### src/hdl/fswm_pkg.sv
// Shared types, codes and helpers for the fuzzy subsequence window match unit.
// Used by fswm_cell and by the top level; depends on nothing else.
package fswm_pkg;

   // Default sizes handed to the top-level parameters.
   localparam int DEFAULT_MAX_QUERY     = 16;
   localparam int DEFAULT_POSITION_BITS = 16;

   // Fixed field widths of the configuration port and the result channel.
   localparam int QUERY_LEN_BITS  = 5;
   localparam int CSR_INDEX_BITS  = 2;
   localparam int CSR_DATA_BITS   = 64;
   localparam int CHAR_BITS       = 8;
   localparam int MATCH_BITS      = 17;
   localparam int STR_LEN_BITS    = 16;
   localparam int CHARS_PER_WORD  = 8;

   // Width that holds any window or position value before saturation.
   localparam int WIDE_BITS = 34;
   localparam logic [WIDE_BITS-1:0] MATCH_MAX   = WIDE_BITS'((64'd1 << MATCH_BITS) - 64'd1);
   localparam logic [WIDE_BITS-1:0] STR_LEN_MAX = WIDE_BITS'((64'd1 << STR_LEN_BITS) - 64'd1);

   // Configuration register indexes.
   typedef enum logic [CSR_INDEX_BITS-1:0] {
      CSR_QUERY_LEN  = 2'd0,
      CSR_CHARS_LOW  = 2'd1,
      CSR_CHARS_HIGH = 2'd2
   } csr_index_type;

   // Score kinds reported with each result.
   typedef enum logic [1:0] {
      SCORE_ZERO  = 2'd0,
      SCORE_FULL  = 2'd1,
      SCORE_RATIO = 2'd2
   } score_kind_type;

   // Per-cycle control that the top level hands to every cell.
   typedef struct packed {
      logic take;    // a counted character is transferred this cycle
      logic clear;   // an end item is transferred this cycle
      logic in_use;  // this cell lies inside the active query
      logic last;    // this cell holds the final query character
   } cell_ctrl_type;

   // ASCII case folding: upper-case letters map to lower case.
   function automatic logic [CHAR_BITS-1:0] fold_case(input logic [CHAR_BITS-1:0] c);
      logic [CHAR_BITS-1:0] r;
      r = c;
      if ((c >= 8'h41) && (c <= 8'h5A)) begin
         r = c + 8'h20;
      end
      return r;
   endfunction

endpackage

### src/hdl/fuzzy_subsequence_window_match_unit.sv
// Top level of the fuzzy subsequence window match unit: registers, cell chain, result.
// Depends on fswm_pkg and fswm_cell.
//
// The unit takes one string character per clock cycle and ends each string with
// an end item; one result follows each end item, registered, in the next cycle.
// Every query prefix has its own cell, and the whole chain updates in the cycle
// a character is transferred, so the sustained rate is one item per cycle. The
// result register is the only buffer: characters are still taken while a result
// waits, but a further end item is held until the waiting result is transferred.
// The query is matched without regard to ASCII letter case; the user writes it through
// the csr_ port only while the unit is idle, which the block itself does not enforce.
module fuzzy_subsequence_window_match_unit #(
   parameter int MAX_QUERY     = fswm_pkg::DEFAULT_MAX_QUERY,
   parameter int POSITION_BITS = fswm_pkg::DEFAULT_POSITION_BITS
) (
   input  logic                                 clock,
   input  logic                                 reset,
   input  logic                                 csr_write,
   input  logic [fswm_pkg::CSR_INDEX_BITS-1:0]  csr_index,
   input  logic [fswm_pkg::CSR_DATA_BITS-1:0]   csr_data,
   input  logic                                 req_valid,
   output logic                                 req_stall,
   input  logic [fswm_pkg::CHAR_BITS-1:0]       req_character,
   input  logic                                 req_is_end,
   output logic                                 rsp_valid,
   input  logic                                 rsp_stall,
   output logic [1:0]                           rsp_score_kind,
   output logic [fswm_pkg::MATCH_BITS-1:0]      rsp_window_len,
   output logic [fswm_pkg::STR_LEN_BITS-1:0]    rsp_text_len,
   output logic                                 rsp_length_overflow
);
   import fswm_pkg::*;

   localparam int WIN_BITS = POSITION_BITS + 1;
   localparam logic [POSITION_BITS-1:0] POS_MAX = '1;

   // Configuration registers.
   logic [QUERY_LEN_BITS-1:0] query_len_ff;
   logic [CSR_DATA_BITS-1:0]  chars_low_ff, chars_high_ff;

   always_ff @(posedge clock) begin
      if (reset) begin
         query_len_ff  <= '0;
         chars_low_ff  <= '0;
         chars_high_ff <= '0;
      end else if (csr_write) begin
         unique case (csr_index)
            CSR_QUERY_LEN:  query_len_ff  <= csr_data[QUERY_LEN_BITS-1:0];
            CSR_CHARS_LOW:  chars_low_ff  <= csr_data;
            CSR_CHARS_HIGH: chars_high_ff <= csr_data;
            default: ;
         endcase
      end
   end

   // Lengths above the cell count act as the full chain.
   logic [QUERY_LEN_BITS-1:0] active_len;
   assign active_len = (query_len_ff > QUERY_LEN_BITS'(MAX_QUERY))
                       ? QUERY_LEN_BITS'(MAX_QUERY) : query_len_ff;

   // Input transfer; characters never need the result register.
   logic rsp_valid_ff, rsp_valid_in;
   logic accept, end_acc, char_acc, take;

   assign req_stall = rsp_valid_ff && rsp_stall && req_is_end;
   assign accept    = req_valid && !req_stall;
   assign end_acc   = accept && req_is_end;
   assign char_acc  = accept && !req_is_end;

   // Position counter and overflow flag.
   logic [POSITION_BITS-1:0] pos_ff, pos_in;
   logic                     ovf_ff, ovf_in;

   assign take = char_acc && (pos_ff != POS_MAX);

   always_comb begin
      pos_in = pos_ff;
      ovf_in = ovf_ff;
      if (end_acc) begin
         pos_in = '0;
         ovf_in = 1'b0;
      end else if (take) begin
         pos_in = pos_ff + POSITION_BITS'(1);
      end else if (char_acc) begin
         ovf_in = 1'b1;
      end
   end

   // Cell chain; cell zero sees an always-present empty prefix starting here.
   logic [CHAR_BITS-1:0]     char_folded;
   logic                     cell_valid [MAX_QUERY];
   logic [POSITION_BITS-1:0] cell_start [MAX_QUERY];
   logic                     cell_hit   [MAX_QUERY];
   logic [WIN_BITS-1:0]      cell_win   [MAX_QUERY];

   assign char_folded = fold_case(req_character);

   for (genvar k = 0; k < MAX_QUERY; k++) begin : g_cell
      cell_ctrl_type            ctrl;
      logic [CHAR_BITS-1:0]     qchar;
      logic                     pv;
      logic [POSITION_BITS-1:0] ps;

      if (k < CHARS_PER_WORD) begin : g_low
         assign qchar = chars_low_ff[k*CHAR_BITS +: CHAR_BITS];
      end else begin : g_high
         assign qchar = chars_high_ff[(k-CHARS_PER_WORD)*CHAR_BITS +: CHAR_BITS];
      end

      if (k == 0) begin : g_head
         assign pv = 1'b1;
         assign ps = pos_ff;
      end else begin : g_link
         assign pv = cell_valid[k-1];
         assign ps = cell_start[k-1];
      end

      assign ctrl = {take, end_acc, (QUERY_LEN_BITS'(k) < active_len),
                     ((QUERY_LEN_BITS'(k) + QUERY_LEN_BITS'(1)) == active_len)};

      fswm_cell #(
         .POSITION_BITS(POSITION_BITS)
      ) u_cell (
         .clock       (clock),
         .reset       (reset),
         .ctrl        (ctrl),
         .char_folded (char_folded),
         .target_char (qchar),
         .position    (pos_ff),
         .prev_valid  (pv),
         .prev_start  (ps),
         .valid       (cell_valid[k]),
         .start       (cell_start[k]),
         .win_hit     (cell_hit[k]),
         .win         (cell_win[k])
      );
   end

   // At most one cell completes a match per character, so the candidates are ORed.
   logic                cand_hit;
   logic [WIN_BITS-1:0] cand_win;

   always_comb begin
      cand_hit = 1'b0;
      cand_win = '0;
      for (int k = 0; k < MAX_QUERY; k++) begin
         cand_hit = cand_hit | cell_hit[k];
         cand_win = cand_win | (cell_hit[k] ? cell_win[k] : '0);
      end
   end

   // Shortest window seen so far; zero means none.
   logic [WIN_BITS-1:0] best_ff, best_in;

   always_comb begin
      best_in = best_ff;
      if (end_acc) begin
         best_in = '0;
      end else if (cand_hit && ((best_ff == '0) || (cand_win < best_ff))) begin
         best_in = cand_win;
      end
   end

   always_ff @(posedge clock) begin
      if (reset) begin
         pos_ff  <= '0;
         ovf_ff  <= 1'b0;
         best_ff <= '0;
      end else begin
         pos_ff  <= pos_in;
         ovf_ff  <= ovf_in;
         best_ff <= best_in;
      end
   end

   // Result formation from the state before the end item clears it.
   score_kind_type           kind;
   logic [WIDE_BITS-1:0]     best_wide, pos_wide;
   logic [MATCH_BITS-1:0]    match_val;
   logic [STR_LEN_BITS-1:0]  slen_val;

   assign best_wide = WIDE_BITS'(best_ff);
   assign pos_wide  = WIDE_BITS'(pos_ff);

   always_comb begin
      priority if (pos_ff == '0) begin
         kind = SCORE_ZERO;
      end else if (active_len == '0) begin
         kind = SCORE_FULL;
      end else if (best_ff == '0) begin
         kind = SCORE_ZERO;
      end else begin
         kind = SCORE_RATIO;
      end
      if (kind != SCORE_RATIO) begin
         match_val = '0;
      end else if (best_wide > MATCH_MAX) begin
         match_val = '1;
      end else begin
         match_val = best_wide[MATCH_BITS-1:0];
      end
      slen_val = (pos_wide > STR_LEN_MAX) ? '1 : pos_wide[STR_LEN_BITS-1:0];
   end

   // Result register.
   logic [1:0]              kind_ff;
   logic [MATCH_BITS-1:0]   match_ff;
   logic [STR_LEN_BITS-1:0] slen_ff;
   logic                    rovf_ff;

   assign rsp_valid_in = end_acc ? 1'b1 : (rsp_valid_ff && rsp_stall);

   always_ff @(posedge clock) begin
      if (reset) begin
         rsp_valid_ff <= 1'b0;
      end else begin
         rsp_valid_ff <= rsp_valid_in;
      end
      if (end_acc) begin
         kind_ff  <= kind;
         match_ff <= match_val;
         slen_ff  <= slen_val;
         rovf_ff  <= ovf_ff;
      end
   end

   assign rsp_valid           = rsp_valid_ff;
   assign rsp_score_kind      = kind_ff;
   assign rsp_window_len      = match_ff;
   assign rsp_text_len        = slen_ff;
   assign rsp_length_overflow = rovf_ff;

endmodule

### src/hdl/fswm_cell.sv
// One prefix cell of the match chain: holds the latest start of one query prefix.
// Depends on fswm_pkg; reads the state of its lower neighbour every cycle.
module fswm_cell #(
   parameter int POSITION_BITS = 16
) (
   input  logic                            clock,
   input  logic                            reset,
   input  fswm_pkg::cell_ctrl_type         ctrl,
   input  logic [fswm_pkg::CHAR_BITS-1:0]  char_folded,
   input  logic [fswm_pkg::CHAR_BITS-1:0]  target_char,
   input  logic [POSITION_BITS-1:0]        position,
   input  logic                            prev_valid,
   input  logic [POSITION_BITS-1:0]        prev_start,
   output logic                            valid,
   output logic [POSITION_BITS-1:0]        start,
   output logic                            win_hit,
   output logic [POSITION_BITS:0]          win
);
   import fswm_pkg::*;

   logic                     valid_ff, valid_in;
   logic [POSITION_BITS-1:0] start_ff, start_in;
   logic                     hit;

   // The prefix extends when this character matches and the shorter prefix exists.
   assign hit = ctrl.take && ctrl.in_use && prev_valid
                && (char_folded == fold_case(target_char));

   always_comb begin
      valid_in = valid_ff;
      start_in = start_ff;
      if (ctrl.clear) begin
         valid_in = 1'b0;
      end else if (hit) begin
         valid_in = 1'b1;
         start_in = prev_start;
      end
   end

   always_ff @(posedge clock) begin
      if (reset) begin
         valid_ff <= 1'b0;
      end else begin
         valid_ff <= valid_in;
      end
      start_ff <= start_in;
   end

   // Window value for a completed match: window length plus one.
   assign win_hit = hit && ctrl.last;
   assign win     = {1'b0, position} - {1'b0, prev_start} + (POSITION_BITS+1)'(2);
   assign valid   = valid_ff;
   assign start   = start_ff;

endmodule
### config.mk
export PLATFORM = sky130hd
export DESIGN_NAME = fuzzy_subsequence_window_match_unit
export DESIGN_NICKNAME = d
export VERILOG_FILES = /design/src/hdl/fswm_pkg.sv /design/src/hdl/fuzzy_subsequence_window_match_unit.sv /design/src/hdl/fswm_cell.sv
export SDC_FILE = /design/constraint.sdc
export NUM_CORES = 2
export LEC_CHECK = 0
export ABC_CLOCK_PERIOD_IN_PS = 10200
export BUFFER_PORTS_ARGS = -buffer_cell sky130_fd_sc_hd__clkbuf_2
export CELL_PAD_IN_SITES_DETAIL_PLACEMENT = 1
export CELL_PAD_IN_SITES_GLOBAL_PLACEMENT = 1
export CORE_ASPECT_RATIO = 0.6
export CORE_MARGIN = 5
export CORE_UTILIZATION = 40
export DETAILED_ROUTE_END_ITERATION = 8
export GPL_TIMING_DRIVEN = 0
export PLACE_DENSITY = 0.65
export SYNTH_ARGS = -nofsm -noshare
export SYNTH_HDL_FRONTEND = slang
export SYNTH_HIERARCHICAL = 1
export SYNTH_SLANG_ARGS = --single-unit
### constraint.sdc
create_clock -name clock -period 10.2 [get_ports clock]
set_input_delay 2.04 -clock clock [delete_from_list [all_inputs] [get_ports clock]]
set_output_delay 2.04 -clock clock [all_outputs]
set_load 0.005 [all_outputs]
# Word level (Yosys, flattened, before mapping)
# Index checks and enable logic that the tools add are counted.
# totals
regBits	459
latchBits	0
mem_bits_rw	0
rom_bits	0
in_bits	80
word_cells	366
memories	0
# op_classes
n_addsub	50
multipliers	0
n_div	0
order_cmp	54
n_eq_ne	36
n_shift	0
muxes	39
bitwise_logic	32
reduce_logical	114
# op_table
operator	n
17-bit 2-to-1 mux	17
17-bit by 2-bit adder with 17-bit output (second input constant)	16
16-bit by 16-bit subtractor with 17-bit output	16
17-bit bitwise OR	15
8-bit by 6-bit adder with 8-bit output (second input constant)	17
8-bit by 7-bit >= comparator with 1-bit output (second input constant)	17
8-bit by 7-bit less-or-equal comparator with 1-bit output (second input constant)	17
8-bit 2-to-1 mux	17
8-bit == test	16
1-bit logical AND	87
4-bit by 5-bit == test with 1-bit output (first input constant)	8
4-bit by 5-bit < comparator with 1-bit output (first input constant)	8
2-bit AND reduction	19
3-bit by 5-bit == test with 1-bit output (first input constant)	4
3-bit by 5-bit < comparator with 1-bit output (first input constant)	4
17-bit > comparator (second input constant)	1
17-bit zero test	1
17-bit < comparator	1
16-bit by 1-bit adder with 16-bit output (second input constant)	1
16-bit > comparator (second input constant)	1
16-bit zero test	1
16-bit != test (second input constant)	1
1-bit bitwise OR	15
2-bit by 5-bit == test with 1-bit output (first input constant)	2
17 further kinds	23

# Depth between registers and ports, before layout
# depth
ltp_word	29
ltp_mapped	27

# By module
# The synthesis kept the hierarchy.
# modules_own_cells
module	n_inst	cells_per_inst	area_per_inst_um2
fswm_cell (g_cell[13].u_cell ...)	10	185	1724.2
fswm_cell (g_cell[0].u_cell ...)	6	178	1671.6
fuzzy_subsequence_window_match_unit	1	1195	9898.2

# Worst setup path after synthesis
# Ideal clock, no wire load.
# synth_timing
kind	input to register
start	in req_character[3] in the netlist's numbering
end	reg best_ff[11]
setup_ps	137
t_arrival_ps	7183
t_required_ps	10063
slack_ps	2879
path_stages	24
path_buffers	4
cell_sequence	or4_1 > o31a_1 > o21ai_0 > nand2b_1 > nand2_1 > nand2b_1 > nand3_1 > o21ai_0 > o211ai_1 > nor2_1 > clkbuf_1 > clkbuf_1 > a22o_1 > a221oi_1 > and4_1 > inv_1 > ha_1 > nand4_1 > or4_1 > a2111o_1 > buf_2 > buf_2 > nand3_1 > o311ai_2
# synth_rtl
element	line_no	rtl
start: declaration	fuzzy_subsequence_window_match_unit.sv:23	input logic [fswm_pkg::CHAR_BITS-1:0] req_character,
end signal: assignment	fuzzy_subsequence_window_match_unit.sv:172	best_ff <= best_in;
end: declaration	fuzzy_subsequence_window_match_unit.sv:153	logic [WIN_BITS-1:0] best_ff, best_in;

==> metrics.txt <==
overall die height ~240 um; number of max-slew violations in the final report 0; number of remaining DRC errors 0; buffer levels on the longest clock path 3; portion of total power attributed to sequential cells 0.465; largest fanout on the critical path 20; average cell area after synthesis approximately 9 um2; clock sinks between 400 and 500; CP max-delay cell sky130_fd_sc_hd__clkdlybuf4s15_1; sum of internal, switching and leakage power 4290 uW; global-route usage over all layers 0.276; Overflow after GRT 0; CTS tree built; detailed-route wire length per cell approximately 25 um; area taken by flip-flops and latches ~0.012 mm2; count of mapped cells out of synthesis slightly above 4,000; hold violation total from the final report 0; placer congestion estimate roughly 0.99; endpoints failing setup 0; Total Wirelength between 100,000 and 150,000 um; Starting DRT DRC Count ~2,800; first-pass GRT wire length a little over 200,000 um; Max-cap violations 0; boundary pin count about 120; slew margin rel. 0.0825; synthesized net count around 4,700; Chip Width around 400 um; number of nets in the finished design 4,917; Area growth syn-to-layout 11.7%; switching part of the total 0.259; final setup TNS 0 ps; IR drop worst, VDD ~120 uV; fraction of final layout cells with drive strength greater than 1 0.0729; Max stage delay on crit path 710 ps; area of combinational cells with multiple inputs about 0.023 mm2; number of antenna violations at the first check in global routing 4; count of buffers inserted at the top-level ports 117; share of the clock period used by the worst path after layout 0.965; count of nets left with antenna violations after detail routing 0; leakage dissipation between 0.015 and 0.02 uW; fin crit period 9840 ps; initial core utilization 0.401; CTS HTree Levels 2; Worst Setup Path Type primary input to flip-flop; data required time at the worst endpoint between 10,000 and 15,000 ps; area of all placed cells without fillers a little over 0.04 mm2; filler instances ~11,000; Highest Clock Rate slightly above 0.1 GHz; pin count of the biggest net entering global routing 29; result of the run complete, no violations; global-route met1 utilization 0.425; actual transition at the worst max-transition pin 1370 ps; type of element capturing the critical path flip-flop; via count of the first global-routing pass 32,300; largest clock skew in the final design between 20 and 25 ps; detailed-route via count between 30,000 and 40,000; Internal Power approximately 3200 uW; Most Used Layer, Global Route met1; clock transition at the register clock pins on the worst setup and hold paths after CTS approximately 60 ps; Core Box Area between 0.09 and 0.1 mm2; Die Footprint around 0.1 mm2; combinational power share 0.069; met2 routing resource usage after global routing 0.366; net switching power figure 1110 uW; worst setup slack for register-to-register paths 2110 ps; source of the worst register-to-register timing path g_cell[0].ps[1]; worst slack after detailed placement -450 ps; number of buffers inserted during clock tree synthesis 52; crit path from req_character[4]; Placement Rows 86; post-placement cell area 0.0392 mm2; fraction of power consumed by the clock network 0.465; beginning of the worst hold path ovf_ff; cell chosen for the clock root sky130_fd_sc_hd__clkbuf_16; half-perimeter wire length after detailed placement roughly 110,000 um; Netlist Area Pre-Place between 0.03 and 0.04 mm2; number of warning messages in the yosys log 6; areal power density over the cells about 100 mW/mm2; Setup Buffers After CTS 0; clock latency at the later pin of the worst-skew pair 650 ps; Avg Vias per Cell between 5 and 6; number of diodes added for antenna fixing 0; Initial DRT Pass Iterations 6; met3 global-route usage 0.104; critical path data arrival time a little over 10,000 ps; RSZ-0062 raised after global routing no; setup ws final approximately 360 ps; min-delay worst type flip-flop to flip-flop; kind of launch point of the worst setup path primary input
==> worst paths after layout <==
path | end | cells after the start
worst max-delay path | best_ff[9] | 29
worst max register to register | best_ff[9] | 24
worst min-delay path | rsp_length_overflow | 0
worst min register to register | rsp_length_overflow | 0
==> routing by layer <==
metal  vias up  wire length [um]
li1      15200                 -
met2      1043             52200
met4         0              1920
met3       125             16100
met1     16300             69900
met5         -                 0
==> worst max-delay path, delay by kind of cell <==
| family | cells | cell delay, ps |
|---|---|---|
| and+or+nand+nor | 12 | 3020 |
| AOI/OAI and AO/OA | 9 | 2130 |
| buffers and inverters | 7 | 2770 |
| adders and majority gates | 1 | 300 |
==> power groups by stage <==
stage	sequential (uW)	clock [uW]	combinational, uW
after floorplan	2030	0	158
after global placement	2040	0	274
after global routing	2000	2120	321
after detailed placement	2040	0	289
final	2000	2000	297
after CTS	2000	2030	291
==> layout make-up <==
type	count	area share
buffer	99	0.00984
clock buffer	73	0.0357
clock inverter	25	0.00682
inverter	478	0.0438
multi-input combinational	3055	0.552
sequential	459	0.292
tap	1232	0.0377
timing repair buffer	145	0.0218
==> sequential cells by signal, summed over array words and instances (netlist names), 15 cells and up <==
name and cells:
chars_high_ff 64, chars_low_ff 64, rsp_window_len 17, g_cell.ps 16, g_cell.u_cell/start 240, rsp_text_len 16
best_ff 17, g_cell.u_cell/valid 15
==> through the flow <==
stage,utilization,hold slack (ps),instances
after global placement,0.424,419,5440
after CTS,0.448,433,5566
after floorplan,-,409,4091
after detailed placement,0.429,419,5468
after global routing,0.448,451,5566
final,0.448,433,5566
==> timing repair <==
action / 4_1_cts / 5_1_grt
resized for setup: 0 / 8
endpoints found under the setup margin: 0 / 10
hold buffers: 0 / 0
==> placed cells by master, fill, tap and decap left out, types with 88 or more instances in the layout <==
cell type,count
sky130_fd_sc_hd__nand3_1,89
sky130_fd_sc_hd__nor2_1,213
sky130_fd_sc_hd__nand2_1,420
sky130_fd_sc_hd__inv_1,477
sky130_fd_sc_hd__nor3_1,106
sky130_fd_sc_hd__xor2_1,123
sky130_fd_sc_hd__xnor2_1,207
sky130_fd_sc_hd__dfxtp_1,169
sky130_fd_sc_hd__a21oi_1,357
sky130_fd_sc_hd__edfxtp_1,276
sky130_fd_sc_hd__o21ai_0,88
sky130_fd_sc_hd__ha_1,531
sky130_fd_sc_hd__clkbuf_2,116
(Power assumes the default switching activity.)
